==> src/rtl/rgbc_pkg.sv <==
// Shared constants, types and the result finishing function of the RGB 3x3 filter.
// Used by every module of the block but rgbc_ram; depends on nothing.
package rgbc_pkg;

   localparam int IMG_WIDTH_DEF  = 64;
   localparam int IMG_HEIGHT_DEF = 48;

   localparam int PIX_W     = 8;
   localparam int RGB_W     = 3 * PIX_W;
   localparam int TAPS      = 9;
   localparam int WEIGHT_W  = 5;
   localparam int KERNEL_W  = TAPS * WEIGHT_W;
   localparam int SHIFT_W   = 4;
   localparam int PROD_W    = 13;
   localparam int SUM_W     = 17;
   localparam int POS_W     = 6;
   localparam int CHANNELS  = 3;

   localparam logic [KERNEL_W-1:0] KERNEL_RESET = 45'd1134979744801;
   localparam logic [SHIFT_W-1:0]  SHIFT_RESET  = 4'd3;
   localparam logic [SUM_W-1:0]    OUT_MAX      = SUM_W'(255);

   localparam int CSR_ADDR_W = 4;
   localparam int CSR_DATA_W = 64;
   localparam logic REG_KERNEL = 1'b0;
   localparam logic REG_SHIFT  = 1'b1;

   typedef logic [RGB_W-1:0] rgb_type;
   typedef rgb_type [TAPS-1:0] rgb_taps_type;
   typedef logic [TAPS-1:0][PIX_W-1:0] chan_taps_type;

   typedef struct packed {
      logic [POS_W-1:0] row;
      logic [POS_W-1:0] col;
      logic             last;
   } meta_type;

   typedef struct packed {
      logic prod;
      logic sum;
   } stage_en_type;

   function automatic logic [PIX_W-1:0] finish_sum(logic signed [SUM_W-1:0] s,
                                                   logic [SHIFT_W-1:0] k);
      logic signed [SUM_W-1:0] sh;
      logic [SUM_W-1:0]        mag;
      sh  = s >>> k;
      mag = sh[SUM_W-1] ? (~sh + 1'b1) : sh;
      return (mag > OUT_MAX) ? OUT_MAX[PIX_W-1:0] : mag[PIX_W-1:0];
   endfunction

endpackage

==> src/rtl/rgbc_lane.sv <==
// One color lane: nine signed products, their sum, and the shifted, clamped magnitude.
// Depends on rgbc_pkg; stage enables come from the top-level pipeline control.
module rgbc_lane (
   input  logic                                 clock,
   input  rgbc_pkg::stage_en_type               en,
   input  rgbc_pkg::chan_taps_type              taps,
   input  logic [rgbc_pkg::KERNEL_W-1:0]        kernel,
   input  logic [rgbc_pkg::SHIFT_W-1:0]         shift,
   output logic [rgbc_pkg::PIX_W-1:0]           result
);

   localparam int TAPS     = rgbc_pkg::TAPS;
   localparam int PROD_W   = rgbc_pkg::PROD_W;
   localparam int SUM_W    = rgbc_pkg::SUM_W;
   localparam int WEIGHT_W = rgbc_pkg::WEIGHT_W;

   logic signed [PROD_W-1:0] prod_ff [TAPS];
   logic signed [PROD_W-1:0] prod_in [TAPS];
   logic signed [SUM_W-1:0]  sum_ff, sum_in;

   always_comb begin
      logic signed [PROD_W-1:0] a;
      logic signed [PROD_W-1:0] b;
      logic [WEIGHT_W-1:0]      w;
      for (int t = 0; t < TAPS; t++) begin
         w = kernel[WEIGHT_W*t +: WEIGHT_W];
         a = signed'({{(PROD_W - rgbc_pkg::PIX_W){1'b0}}, taps[t]});
         b = signed'({{(PROD_W - WEIGHT_W){w[WEIGHT_W-1]}}, w});
         prod_in[t] = a * b;
      end
   end

   always_comb begin
      sum_in = '0;
      for (int t = 0; t < TAPS; t++) begin
         sum_in = sum_in + SUM_W'(prod_ff[t]);
      end
   end

   always_ff @(posedge clock) begin
      if (en.prod) begin
         for (int t = 0; t < TAPS; t++) begin
            prod_ff[t] <= prod_in[t];
         end
      end
      if (en.sum) begin
         sum_ff <= sum_in;
      end
   end

   assign result = rgbc_pkg::finish_sum(sum_ff, shift);

endmodule

==> config.mk <==
export PLATFORM = sky130hd
export DESIGN_NAME = rgbc_lane
export DESIGN_NICKNAME = d
export VERILOG_FILES = /design/src/rtl/rgbc_pkg.sv /design/src/rtl/rgbc_lane.sv
export SDC_FILE = /design/constraint.sdc
export NUM_CORES = 1
export LEC_CHECK = 0
export BUFFER_PORTS_ARGS = -buffer_cell sky130_fd_sc_hd__buf_4
export CORE_AREA = 4 4 223 225
export DETAILED_ROUTE_END_ITERATION = 16
export DIE_AREA = 0 0 227 229
export HOLD_SLACK_MARGIN = 0.05
export PLACE_DENSITY = 0.61
export SETUP_SLACK_MARGIN = 0.1
export SYNTH_ARGS = -nofsm -noshare
export SYNTH_HDL_FRONTEND = slang
export SYNTH_SLANG_ARGS = --single-unit
==> constraint.sdc <==
create_clock -name clock -period 4.34 [get_ports clock]
set_input_delay 0.434 -clock clock [delete_from_list [all_inputs] [get_ports clock]]
set_output_delay 0.434 -clock clock [all_outputs]
set_load 0.02 [all_outputs]
==> metrics.log <==
[metrics] total congestion overflow after global routing: 0
[metrics] met2 Resource Use GR: 30.0%
[metrics] Setup Skew: 7.47 ps
[metrics] first drt pass iteration count: 5
[metrics] die height: 229 um
[metrics] horizontal die dimension: 227 um
[metrics] Setup Crit Path Kind: reg2reg
[metrics] post-synthesis mux area share: 2.41%
[metrics] insertion delay of the later-clocked pin in the worst-skew pair: 420 ps
[metrics] Critical Path Start Type: flip-flop
[metrics] total of flip-flops plus latches after synthesis: 134
[metrics] die outline area: 52,000 um2
[metrics] # nets final: 2,854
[metrics] Synth Warn #: 0
[metrics] CP most frequent cell: sky130_fd_sc_hd__fa_1
[metrics] fraction of the yosys area taken by sequential cells: 20.2%
[metrics] data required time of the worst path: 4600 ps
[metrics] arrival time reported for the critical path endpoint: 4740 ps
[metrics] Post-synth EDFFs: 134
[metrics] GRT Total Usage: 17.2%
[metrics] unrepaired setup endpoints after global routing: true
[metrics] endpoint of the worst register-to-register path: sum_ff[16]
[metrics] crit path max fanout: 2
[metrics] summed instance area of the synthesized netlist: 19,900 um2
[metrics] flip-flop cell with the highest count after synthesis: sky130_fd_sc_hd__edfxtp_1
[metrics] number of DRC violations after detailed-routing iteration 0: 649
[metrics] starting utilization of the core area: 41.9%
[metrics] leading cell types by count after synthesis: sky130_fd_sc_hd__inv_1, sky130_fd_sc_hd__fa_1, sky130_fd_sc_hd__ha_1, sky130_fd_sc_hd__and2_1, sky130_fd_sc_hd__edfxtp_1
[metrics] critical path cell sequence: fa_1 > fa_1 > fa_1 > inv_1 > fa_1 > inv_1 > ha_2 > inv_2 > fa_2 > nor2b_2 > o21ai_2 > a21boi_2 > o21ai_2 > a31oi_2 > a311oi_2 > o21a_1 > a211oi_2
[metrics] Diodes inserted: 0
[metrics] count of input and output buffers: 131
[metrics] number of hold buffers added after CTS: 0
[metrics] post-route core utilization: 47.5%
[metrics] clock sink total: 134
[metrics] post-synth top area cell: sky130_fd_sc_hd__fa_1
[metrics] number of standard-cell rows in the floorplan: 80
[metrics] worst-case setup margin in the final layout: -142 ps
[metrics] maximum number of pins on one net before global-route repair: 47
[metrics] crit path time final: 4480 ps
[metrics] Critical Path Max Stage Delay: 530 ps
[metrics] root buffer selected by CTS: sky130_fd_sc_hd__clkbuf_16
[metrics] setup slack on the worst flop-to-flop path: -140 ps
[metrics] CTS clock-pin slew for the worst setup and hold paths: 60 ps
[metrics] number of antenna violations at the first check in global routing: 5
[metrics] crit end category: flip-flop
[metrics] mean routed wirelength per cell: 15.0 um
[metrics] worst hold path type: in2reg
[metrics] area fraction in and, or, nand and nor cells after synthesis: 14.6%
[metrics] met1 global-route usage: 22.8%
[metrics] number of vias after detailed routing: 13,791
[metrics] layout-stage area growth over the synthesis result: 13.3%
[metrics] total placed cells including tap cells: 2,799
[metrics] most congested layer reported by global routing: met2
[metrics] largest delay contributor family on the critical path: adder cells
[metrics] area fraction in compound gates after synthesis: 6.27%
[metrics] largest family of logic cells by synthesized area: adder cells
[metrics] source of the worst register-to-register timing path: prod_ff[0][67]
[metrics] wire length of the first global-routing pass: 72,500 um
[metrics] clock tree from TritonCTS: done
[metrics] cell types occupying the most area after synthesis: sky130_fd_sc_hd__fa_1, sky130_fd_sc_hd__edfxtp_1, sky130_fd_sc_hd__ha_1, sky130_fd_sc_hd__inv_1, sky130_fd_sc_hd__and2_1
[metrics] share of synthesized flip-flops with an asynchronous set or reset: 0%
[metrics] count of nets left with antenna violations after detail routing: 0
[metrics] layout cells sized above 1: 11.4%
[metrics] number of distinct standard cells referenced by the synthesized netlist: 65
[metrics] nets in the synthesized netlist: 2,675
[metrics] setup_tns: -415 ps
[metrics] vias in the first global route: 14,638
[metrics] dpl ws: -113 ps
[metrics] max-cap check violation count: 0
[metrics] GRT met3 Usage: 2.55%
[metrics] fill count: 4,474
[metrics] most frequent cell after synthesis: sky130_fd_sc_hd__inv_1
[metrics] clock buffer count from CTS: 17
[metrics] fraction of the mapped netlist area in adder cells: 42.4%
[metrics] count of final hold-check violations: 0
[metrics] H-tree depth: 4
[metrics] xor and xnor fraction of the mapped netlist area: 3.95%
[metrics] I/O pin count: 132
[metrics] Vias/cell: 4.85
[metrics] min-delay src: taps[24]
[metrics] Worst path slowest cell: sky130_fd_sc_hd__fa_1
[metrics] non-filler cells in the finished layout: 2,841
[metrics] length in cells of the worst reg-to-reg path: 17
[metrics] Gate Count Post-Synth: 2,034
[metrics] worst slew margin relative to its limit: 50.1%
[metrics] Hold Path Sink: prod_ff[0][39]
[metrics] violated checks: setup timing
[metrics] maximum achievable frequency: 223 MHz
[metrics] Setup Viol. Count Final: 6
[metrics] worst slew pin tran: 740 ps
[metrics] status: complete, but fails checks
[metrics] Tcrit/Tclk final: 103%
[metrics] number of cells on the worst hold path: 2
[metrics] gpl congestion: 0.850
[metrics] wirelength, routed: 42,700 um
[metrics] count of buffering cells on the critical path with inverters included: 3
[metrics] DR DRC count: 0
[metrics] average cell area after synthesis: 9.80 um2
[metrics] sum of net half-perimeters after detailed placement: 36,900 um
[metrics] Max Slew Vio Count: 0
[metrics] Core Region: 47,500 um2
[metrics] number of buffers on the longest clock path: 2
[metrics] fraction of post-synthesis cell area in the top cell type by area: 26.6%
==> metrics by stage <==
step | hold WS (ps) | instance area (um2)
global route | 351 | 22600
CTS | 343 | 22500
finish | 363 | 22600
floorplan | 546 | 19900
global placement | 737 | 21800
detailed placement | 751 | 21800
==> how the worst max path moves through the flow <==
stage	slack, ps	depth (start not counted)	end	start
final	-140	17	sum_ff[16]	prod_ff[0][67]
after CTS	-110	17	sum_ff[16]	prod_ff[0][106]
after global routing	-370	17	sum_ff[16]	prod_ff[0][67]
after global placement	-60	17	sum_ff[16]	prod_ff[0][106]
after detailed placement	-110	17	sum_ff[12]	prod_ff[0][41]
after floorplan	110	15	sum_ff[14]	prod_ff[0][82]
==> cells by family (layout without fill, tap and decap cells) <==
kind of cell,count (synthesis),in the layout
AND/OR/NAND/NOR,544,544
XOR/XNOR,90,90
AO/OA/AOI/OAI,190,190
buffers and inverters,531,723
adder cells (fa/ha/maj),517,517
flip-flops,134,134
multiplexers,28,28
==> layout by cell type, fill, tap and decap left out, types with 10 or more instances in the layout <==
master,n
sky130_fd_sc_hd__a21o_1,20
sky130_fd_sc_hd__a21oi_1,48
sky130_fd_sc_hd__and2_1,207
sky130_fd_sc_hd__and3_1,14
sky130_fd_sc_hd__buf_4,171
sky130_fd_sc_hd__clkbuf_16,17
sky130_fd_sc_hd__clkinv_1,13
sky130_fd_sc_hd__edfxtp_1,134
sky130_fd_sc_hd__fa_1,262
sky130_fd_sc_hd__ha_1,251
sky130_fd_sc_hd__inv_1,510
sky130_fd_sc_hd__mux4_2,13
sky130_fd_sc_hd__nand2_1,107
sky130_fd_sc_hd__nand2b_1,42
sky130_fd_sc_hd__nand3_1,24
sky130_fd_sc_hd__nor2_1,82
sky130_fd_sc_hd__nor2b_1,12
sky130_fd_sc_hd__nor3_1,24
sky130_fd_sc_hd__o21ai_0,43
sky130_fd_sc_hd__o21bai_1,10
sky130_fd_sc_hd__xnor2_1,71
sky130_fd_sc_hd__xor2_1,19
==> repair_timing <==
| action | CTS | global route |
|---|---|---|
| pin swaps | 6 | 12 |
| setup buffers | 5 | 5 |
| endpoints found under the setup margin | 8 | 17 |
| resized for setup | 4 | 18 |
| cloned | 0 | 0 |
==> flip-flops by register name (all words and copies together) (netlist names) <==
register / count
prod_ff: 117
sum_ff: 17
==> worst reg2reg max path: cells and delay by family (launching register included) <==
kind	cells	cell delay, ps
simple gates	1	130
compound gates	7	1140
buf+inv	3	170
flops	1	410
fa+ha+maj	6	2480
==> per-layer routing <==
metal  up-vias  share of wire [%]
met5         -               0.12
met4         8                1.7
met3        51                3.5
met2       214                 50
met1      6751                 45
li1       6767                  -
==> cell type report <==
cell class / count / area, um2 / share of cell area (%)
multi-input combinational: 1369 / 14000 / 61.8
timing repair buffer: 171 / 1280 / 5.69
clock buffer: 17 / 425 / 1.88
clock inverter: 15 / 161 / 0.715
tap: 615 / 769 / 3.41
inverter: 520 / 1950 / 8.65
sequential: 134 / 4020 / 17.8
Power is not shown: default switching activity piles up to over one toggle a cycle in this logic, so the estimate is an artifact.
